--- config.mk ---
export PLATFORM = sky130hd
export DESIGN_NAME = x86_64_instruction_byte_encoder
export DESIGN_NICKNAME = d
export VERILOG_FILES = /design/src/hw/rtl/x86enc_pkg.sv /design/src/hw/rtl/x86_64_instruction_byte_encoder.sv
export SDC_FILE = /design/constraint.sdc
export NUM_CORES = 1
export LEC_CHECK = 0
export BUFFER_PORTS_ARGS = -buffer_cell sky130_fd_sc_hd__buf_2
export CORE_ASPECT_RATIO = 0.75
export CORE_MARGIN = 4
export CORE_UTILIZATION = 29
export DETAILED_ROUTE_END_ITERATION = 8
export SLEW_MARGIN = 20
export SYNTH_ARGS = -nofsm -noshare
export SYNTH_HDL_FRONTEND = slang
export SYNTH_SLANG_ARGS = --single-unit
--- constraint.sdc ---
create_clock -name clk_i -period 5.9 [get_ports clk_i]
set_clock_uncertainty 0.05 [all_clocks]
set_input_delay 0 -clock clk_i [delete_from_list [all_inputs] [get_ports clk_i]]
set_output_delay 0 -clock clk_i [all_outputs]
set_load 0.005 [all_outputs]
--- src/hw/rtl/x86enc_pkg.sv ---
// Package: request form codes and opcode constants for the instruction byte encoder.
package x86enc_pkg;

  // Instruction form requested by one input transaction
  typedef enum logic [2:0] {
    FormMovImm = 3'd0,
    FormMovReg = 3'd1,
    FormAddImm = 3'd2,
    FormPush   = 3'd3,
    FormPop    = 3'd4,
    FormRet    = 3'd5
  } form_e;

  // REX prefix bits
  localparam logic [7:0] RexBase = 8'h40;
  localparam logic [7:0] RexW    = 8'h08;
  localparam logic [7:0] RexR    = 8'h04;
  localparam logic [7:0] RexB    = 8'h01;

  // Opcodes
  localparam logic [7:0] OpMovImm = 8'hB8;
  localparam logic [7:0] OpMovReg = 8'h89;
  localparam logic [7:0] OpAddImm = 8'h81;
  localparam logic [7:0] OpPush   = 8'h50;
  localparam logic [7:0] OpPop    = 8'h58;
  localparam logic [7:0] OpRet    = 8'hC3;
  localparam logic [7:0] ModRmReg = 8'hC0;   // mod = 3, register direct

  // Instruction lengths in bytes
  localparam logic [3:0] LenMovImm = 4'd10;
  localparam logic [3:0] LenMovReg = 4'd3;
  localparam logic [3:0] LenAddImm = 4'd7;

  // First immediate byte position per form
  localparam logic [2:0] ImmStartMov = 3'd2;
  localparam logic [2:0] ImmStartAdd = 3'd3;

endpackage

--- src/hw/rtl/x86_64_instruction_byte_encoder.sv ---
// Top level: streams the machine-code bytes of one x86-64 instruction per request.
//
//  channel | direction | handshake              | payload
//  --------+-----------+------------------------+---------------------------------------------
//  in      | input     | in_valid_i / in_stall_o | req_type_i, dst_reg_i, src_reg_i, immediate_i
//  out     | output    | out_valid_o / out_stall_i | code_byte_o, byte_index_o, is_last_o
//
// One byte leaves per cycle from the output register while out_stall_i is low; an instruction
// has 1 to 10 bytes (mov imm64 10, add imm32 7, mov reg 3, push/pop 1-2, ret 1).
// Undefined form codes produce no bytes and free the request register without loading a byte.
// The next request is taken in the cycle that the last byte of the current one is loaded.
// A stall on the output holds the output register and, behind it, the request register.
// Reset clears only the valid flags.
module x86_64_instruction_byte_encoder (
  input  logic               clk_i,
  input  logic               rst_ni,
  // request channel
  input  logic               in_valid_i,
  output logic               in_stall_o,
  input  logic [2:0]         req_type_i,
  input  logic [3:0]         dst_reg_i,
  input  logic [3:0]         src_reg_i,
  input  logic signed [63:0] immediate_i,
  // byte channel
  output logic               out_valid_o,
  input  logic               out_stall_i,
  output logic [7:0]         code_byte_o,
  output logic [3:0]         byte_index_o,
  output logic               is_last_o
);

  // Request register
  logic        req_vld_q;
  logic [2:0]  form_q;
  logic [3:0]  dst_q;
  logic [3:0]  src_q;
  logic [63:0] imm_q;
  logic [3:0]  pos_q;

  // Output register
  logic        out_vld_q;
  logic [7:0]  byte_q;
  logic [3:0]  idx_q;
  logic        last_q;

  logic [3:0]  len;
  logic [3:0]  len_m1;
  logic [7:0]  byte_d;
  logic [2:0]  imm_sel;
  logic [7:0]  imm_byte;
  logic [7:0]  rex_b;
  logic [7:0]  rex_r;
  logic        adv;
  logic        load;
  logic        drop;
  logic        done;
  logic        accept;

  assign rex_b = dst_q[3] ? x86enc_pkg::RexB : 8'h00;
  assign rex_r = src_q[3] ? x86enc_pkg::RexR : 8'h00;

  // Instruction length
  always_comb begin
    case (form_q)
      x86enc_pkg::FormMovImm: len = x86enc_pkg::LenMovImm;
      x86enc_pkg::FormMovReg: len = x86enc_pkg::LenMovReg;
      x86enc_pkg::FormAddImm: len = x86enc_pkg::LenAddImm;
      x86enc_pkg::FormPush,
      x86enc_pkg::FormPop:    len = dst_q[3] ? 4'd2 : 4'd1;
      x86enc_pkg::FormRet:    len = 4'd1;
      default:                len = 4'd0;
    endcase
  end
  assign len_m1 = len - 4'd1;

  // Immediate byte select, least significant byte first
  assign imm_sel  = (form_q == x86enc_pkg::FormAddImm) ? pos_q[2:0] - x86enc_pkg::ImmStartAdd
                                                       : pos_q[2:0] - x86enc_pkg::ImmStartMov;
  assign imm_byte = imm_q[{imm_sel, 3'b000} +: 8];

  // Byte at the current position
  always_comb begin
    case (form_q)
      x86enc_pkg::FormMovImm: begin
        case (pos_q)
          4'd0:    byte_d = x86enc_pkg::RexBase | x86enc_pkg::RexW | rex_b;
          4'd1:    byte_d = x86enc_pkg::OpMovImm + {5'd0, dst_q[2:0]};
          default: byte_d = imm_byte;
        endcase
      end
      x86enc_pkg::FormMovReg: begin
        case (pos_q)
          4'd0:    byte_d = x86enc_pkg::RexBase | x86enc_pkg::RexW | rex_r | rex_b;
          4'd1:    byte_d = x86enc_pkg::OpMovReg;
          default: byte_d = x86enc_pkg::ModRmReg | {2'b00, src_q[2:0], dst_q[2:0]};
        endcase
      end
      x86enc_pkg::FormAddImm: begin
        case (pos_q)
          4'd0:    byte_d = x86enc_pkg::RexBase | x86enc_pkg::RexW | rex_b;
          4'd1:    byte_d = x86enc_pkg::OpAddImm;
          4'd2:    byte_d = x86enc_pkg::ModRmReg | {5'd0, dst_q[2:0]};
          default: byte_d = imm_byte;
        endcase
      end
      x86enc_pkg::FormPush,
      x86enc_pkg::FormPop: begin
        // extended registers get a REX.B prefix first
        if (dst_q[3] && pos_q == 4'd0) begin
          byte_d = x86enc_pkg::RexBase | x86enc_pkg::RexB;
        end else if (form_q == x86enc_pkg::FormPush) begin
          byte_d = x86enc_pkg::OpPush + {5'd0, dst_q[2:0]};
        end else begin
          byte_d = x86enc_pkg::OpPop + {5'd0, dst_q[2:0]};
        end
      end
      default: byte_d = x86enc_pkg::OpRet;
    endcase
  end

  // Handshake control
  assign adv        = !out_vld_q || !out_stall_i;
  assign load       = req_vld_q && (len != 4'd0) && adv;
  assign drop       = req_vld_q && (len == 4'd0);
  assign done       = drop || (load && pos_q == len_m1);
  assign in_stall_o = req_vld_q && !done;
  assign accept     = in_valid_i && !in_stall_o;

  // Control state
  always_ff @(posedge clk_i or negedge rst_ni) begin
    if (!rst_ni) begin
      req_vld_q <= 1'b0;
      out_vld_q <= 1'b0;
    end else begin
      if (accept) begin
        req_vld_q <= 1'b1;
      end else if (done) begin
        req_vld_q <= 1'b0;
      end
      if (load) begin
        out_vld_q <= 1'b1;
      end else if (!out_stall_i) begin
        out_vld_q <= 1'b0;
      end
    end
  end

  // Request payload and byte position
  always_ff @(posedge clk_i) begin
    if (accept) begin
      form_q <= req_type_i;
      dst_q  <= dst_reg_i;
      src_q  <= src_reg_i;
      imm_q  <= immediate_i;
      pos_q  <= 4'd0;
    end else if (load) begin
      pos_q  <= pos_q + 4'd1;
    end
  end

  // Output payload
  always_ff @(posedge clk_i) begin
    if (load) begin
      byte_q <= byte_d;
      idx_q  <= pos_q;
      last_q <= (pos_q == len_m1);
    end
  end

  assign out_valid_o  = out_vld_q;
  assign code_byte_o  = byte_q;
  assign byte_index_o = idx_q;
  assign is_last_o    = last_q;

endmodule
# [Word level (Yosys, flattened, before mapping)]
# Index checks and enable logic that the tools add are counted.
# Widths: inputs -> output; s select.
[word_totals] ff_bits=94 input_bits=79 out_inout_bits=15 wordCells=62
[classes] add_sub_neg=7 eq_ne=9 n_shift=1 n_mux=15 n_bitwise=1 reduce_logical=19
[op_table] op="$shiftx 64x7->8" count=1
[op_table] op="$pmux 8 s2" count=2
[op_table] op="$pmux 8 s4" count=1
[op_table] op="$pmux 8 s3" count=1
[op_table] op="$pmux 4 s5" count=1
[op_table] op="$add 7x3->8 const A" count=2
[op_table] op="$mux 8" count=2
[op_table] op="$add 8x3->8 const A" count=1
[op_table] op="$logic_not 4->1" count=2
[op_table] op="$logic_and 1x1->1" count=7
[op_table] op="$or 7x1->7" count=1
[op_table] op="$eq 3x2->1 const B" count=2
[op_table] op="$eq 3x3->1 const B" count=2
[op_table] op="$mux 3" count=2
[op_table] op="$sub 3x2->3 const B" count=2
[op_table] op="$mux 1" count=5
[op_table] op="$add 4x1->4 const B" count=1
[op_table] op="$eq 4x1->1 const B" count=1
[op_table] op="$eq 4x2->1 const B" count=1
[op_table] op="$eq 4x4->1" count=1
[op_table] op="$logic_not 1->1" count=4
[op_table] op="$reduce_bool 4->1" count=1
[op_table] op="$sub 4x1->4 const B" count=1
[op_table] op="$eq 3x1->1 const B" count=1
[op_table] op="other kinds (6)" count=7

# [Depth between registers and ports, before layout]
[depth] word_depth=13 ltp_mapped=10

# [Worst setup path after synthesis]
# Ideal clock, no wire load.
[synth_path] kind="flip-flop to flip-flop" from="reg form_q[0]" to="reg dst_q[0] (enable)" arrival_ps=2844 required_ps=5443 path_slack_ps=2599 path_stages_with_launch=10 n_path_buf=2 period_less_slack_ps=3301 path_cell_list="edfxtp_1 -> buf_2 -> clkbuf_1 -> a21oi_1 -> o21ai_0 -> ha_1 -> xnor2_1 -> xnor2_1 -> o211a_1 -> a31o_2"
[synth_via] elab_chain_cells=12 elab_cells_between_ends=21 classes_between="1 x add/sub; 6 x eq/ne; 1 x mux; 13 x reduce/logical"
[synth_rtl] item="from (decl)" line_no="x86_64_instruction_byte_encoder.sv:34" source="logic [2:0] form_q;"
[synth_rtl] item="from (signal assigned)" line_no="x86_64_instruction_byte_encoder.sv:151" source="form_q <= req_type_i;"
[synth_rtl] item="$eq 3x2->1 / $eq 3x3->1 (equally long branches)" line_no="x86_64_instruction_byte_encoder.sv:64" source="case (form_q)"
[synth_rtl] item="$reduce_or 2->1" line_no="x86_64_instruction_byte_encoder.sv:64"
[synth_rtl] item="$pmux 4 s5 *" line_no="x86_64_instruction_byte_encoder.sv:64"
[synth_rtl] item="parallel branches: the longest is 4 deep, another holds $sub 4x1->4"
[synth_rtl] item="$logic_or 1x1->1 *" line_no="x86_64_instruction_byte_encoder.sv:125" source="assign done = drop || (load && pos_q == len_m1);"
[synth_rtl] item="$logic_not 1->1 *" line_no="x86_64_instruction_byte_encoder.sv:126" source="assign in_stall_o = req_vld_q && !done;"
[synth_rtl] item="$logic_and 1x1->1 *" line_no="x86_64_instruction_byte_encoder.sv:126"
[synth_rtl] item="$logic_not 1->1 *" line_no="x86_64_instruction_byte_encoder.sv:127" source="assign accept = in_valid_i && !in_stall_o;"
[synth_rtl] item="$logic_and 1x1->1 *" line_no="x86_64_instruction_byte_encoder.sv:127"
[synth_rtl] item="named net accept" line_no="x86_64_instruction_byte_encoder.sv:57" source="logic accept;"
[synth_rtl] item="to (signal assigned)" line_no="x86_64_instruction_byte_encoder.sv:152" source="dst_q <= dst_reg_i;"
[synth_rtl] item="to (decl)" line_no="x86_64_instruction_byte_encoder.sv:35" source="logic [3:0] dst_q;"
# Mark *: on every way through the listed nets, which the timed path passes.
# A chain may end at the register's enable or synchronous reset.

# [Final worst setup path]
[layout_path] from="reg form_q[1]" to="reg imm_q[42] (enable)"
[layout_via] elab_chain_cells=12 elab_cells_between_ends=21 classes_between="1 x add/sub; 6 x eq/ne; 1 x mux; 13 x reduce/logical"
[layout_rtl] item="$eq 3x2->1 / $eq 3x3->1 (equally long branches)" line_no="x86_64_instruction_byte_encoder.sv:64"
[layout_rtl] item="$reduce_or 2->1" line_no="x86_64_instruction_byte_encoder.sv:64"
[layout_rtl] item="$pmux 4 s5 *" line_no="x86_64_instruction_byte_encoder.sv:64"
[layout_rtl] item="parallel branches: the longest is 4 deep, another holds $sub 4x1->4"
[layout_rtl] item="$logic_or 1x1->1 *" line_no="x86_64_instruction_byte_encoder.sv:125"
[layout_rtl] item="$logic_not 1->1 *" line_no="x86_64_instruction_byte_encoder.sv:126"
[layout_rtl] item="$logic_and 1x1->1 *" line_no="x86_64_instruction_byte_encoder.sv:126"
[layout_rtl] item="$logic_not 1->1 *" line_no="x86_64_instruction_byte_encoder.sv:127"
[layout_rtl] item="$logic_and 1x1->1 *" line_no="x86_64_instruction_byte_encoder.sv:127"
[layout_rtl] item="named net accept" line_no="x86_64_instruction_byte_encoder.sv:57"
[layout_rtl] item="to (signal assigned)" line_no="x86_64_instruction_byte_encoder.sv:154" source="imm_q <= immediate_i;"
[layout_rtl] item="to (decl)" line_no="x86_64_instruction_byte_encoder.sv:37" source="logic [63:0] imm_q;"
# Marked as above.

==> impl_metrics.ini <==
[yosys]
synth_most_common_cell = edfxtp_1
yosys.area.top_type = edfxtp_1
synthTopCellsByArea = edfxtp_1, mux2i_1, nand2_1, mux4_2, a21oi_1
synth_cell_types = 60
synth-seq-cells = 94
synth_warnings = 0
yosys-top-cells-count = edfxtp_1, nand2_1, mux2i_1
syn_area_um2 = 4530
synth-main-ff-cell = edfxtp_1
ys_seq_area_share_pct = 61.3
synth_edf_count = 88
yosysTopAreaCellShare_pct = 58.4
syn_nets = 434
async_reset_ff_share_pct = 2.13
synthCells = 349
avgSynthCellArea_um2 = 13.0

[floorplanning]
die_w_um = 152
coreArea_um2 = 15300
start_util_pct = 29.6
die_height_um = 116
rows = 39
io_pins = 94
dieArea_um2 = 17700

[sta]
tightestPinTransition_ns = 0.989
finalSetupTns_ns = 0
setup_ws_ns = 2.28
slew_headroom_pct = 32.7
hold_ws_ns = 0.0462
hold_viol_final = 0
rsz0062_at_grt = false
setup_violations = 0
layout_min_cycle_time_ns = 3.62
timing.fmax_mhz = 276
fin_crit_sh_pct = 61.4
drv_slew = 0

[detailed_routing]
via_per_inst = 4.82
wire_per_inst_um = 16.5
wl_mm = 11.9
post-route-drc-count = 0
first_pass_iters = 4
vias = 3473
ant_nets = 0
drtIter0Drc = 303

[status]
outcome = completed

[cells_and_area]
nNetsFinal = 598
fin_util_pct = 40.8
drive_gt1_share_pct = 25.0
diodes = 0
postLayoutCellArea_um2 = 6230
syn_to_final_growth_pct = 37.7
stdcell_count = 721

[worst_setup_path]
cp.arrival_ns = 3.55
cp-startpoint = form_q[1]$_DFFE_PP_
startpoint_type = register
cp-end-kind = register
r2r_start = form_q[1]$_DFFE_PP_
worst-setup-path-type = register to register
cp.required_ns = 5.83
cp_max_fo = 41

[power_and_ir_drop]
p_leak_nw = 2.39
power_mw = 3.00
powerDensity_nw_per_um2 = 481
ir_drop_v = 0.000179

[job]
cap_violations = 0

[hold_path]
hold_class = input port to register
hold_start = out_stall_i

[clock_network]
cts_root_buf = clkbuf_16
cts_tree = done
cts_buffers = 9
cts.clk_slew.worst_paths_ns = 0.07
clock_path_buffers = 2
clk-insertion-delay-late_ns = 0.34
cts_sinks = 94
ctsResizeCount = 0
htreeDepth = 3

[grt]
grt_first_pass_wirelength_mm = 18.9
grt_max_degree = 42
first_global_vias = 3471
grt_overflow_total = 0
track_usage_pct = 13.5
antenna_found_initial = 0

[placed_design]
dp.final_hpwl_mm = 8.32
place_congestion = 0.811
numPortBuffers = 93
placed_cells = 629
placed_cell_area_um2 = 5170
pre_cts_slack_ns = 2.32
placed cells by master (no fill, tap or decap), drive strengths merged, types with 8 or more instances in the layout:
| cell type | instances |
|---|---|
| a21oi | 16 |
| buf | 95 |
| clkbuf | 9 |
| dlygate4sd3 | 78 |
| edfxtp | 88 |
| inv | 8 |
| mux2i | 29 |
| nand2 | 43 |
| nand3 | 11 |
| nand4 | 8 |
| nor2 | 17 |
| o21ai | 18 |
state kept, by name, indices dropped and copies added (netlist names):
name,cells
out_valid_o,1
byte_index_o,4
src_q,4
is_last_o,1
dst_q,4
imm_q,64
code_byte_o,8
form_q,3
pos_q,4
req_vld_q,1
layout make-up:
class                      instances  area, µm²
inverter                           7       26.3
sequential                        94       2770
multi-input combinational        228       1630
timing repair buffer             173       1260
clock buffer                       9        225
clock inverter                     5       60.1
tap                              205        256
fill                            1458       9040
kinds of logic after synthesis:
kind of cell / Yosys count / share of synthesized area [%]
AO/OA/AOI/OAI: 71 / 10.4
adder cells (fa/ha/maj): 6 / 1.66
AND/OR/NAND/NOR: 104 / 11.3
flip-flops: 94 / 61.3
XOR/XNOR: 10 / 3.10
buffers and inverters: 27 / 2.88
multiplexers: 37 / 9.48
power by group:
part,switching (mW),total [mW],internal [mW],leakage (nW)
sequential,0.165,1.22,1.05,0.878
clock,0.235,0.560,0.325,0.138
combinational,0.720,1.22,0.500,1.38
critical path, stage by stage (launching register included):
cell      delay, ns
edfxtp_1       0.84
inv_1          0.20
o21ai_0        0.30
ha_1           0.25
xnor2_1        0.15
xnor2_1        0.14
o211a_1        0.22
a31o_4         0.55
buf_4          0.53
layer usage:
metal / global-route usage (%) / share of wire (%) / wire (µm)
met1: 19.9 / 51 / 6000
met3: 3.33 / 5.2 / 612
met4: 2.81 / 0.93 / 110
met5: 0 / 0 / 0
met2: 20.4 / 43 / 5150
what timing repair did:
item | CTS | global route
setup endpoints to repair | 0 | 0
buffers inserted | 0 | 0
hold endpoints to repair | 78 | 0
hold buffers | 78 | 0
path summary, 6_finish.rpt:
check,cells after the start,endpoint,slack (ns)
hold / removal,3,out_valid_o$_DFFE_PN0P_,0.05
setup / recovery,8,imm_q[42]$_DFFE_PP_,2.28
min in group asynchronous,3,req_vld_q$_DFFE_PN0P_,0.47
hold reg to reg,2,out_valid_o$_DFFE_PN0P_,0.50
max in group asynchronous,3,out_valid_o$_DFFE_PN0P_,5.21
setup reg to reg,8,imm_q[42]$_DFFE_PP_,2.28
Power figures use the tool's default switching activity.
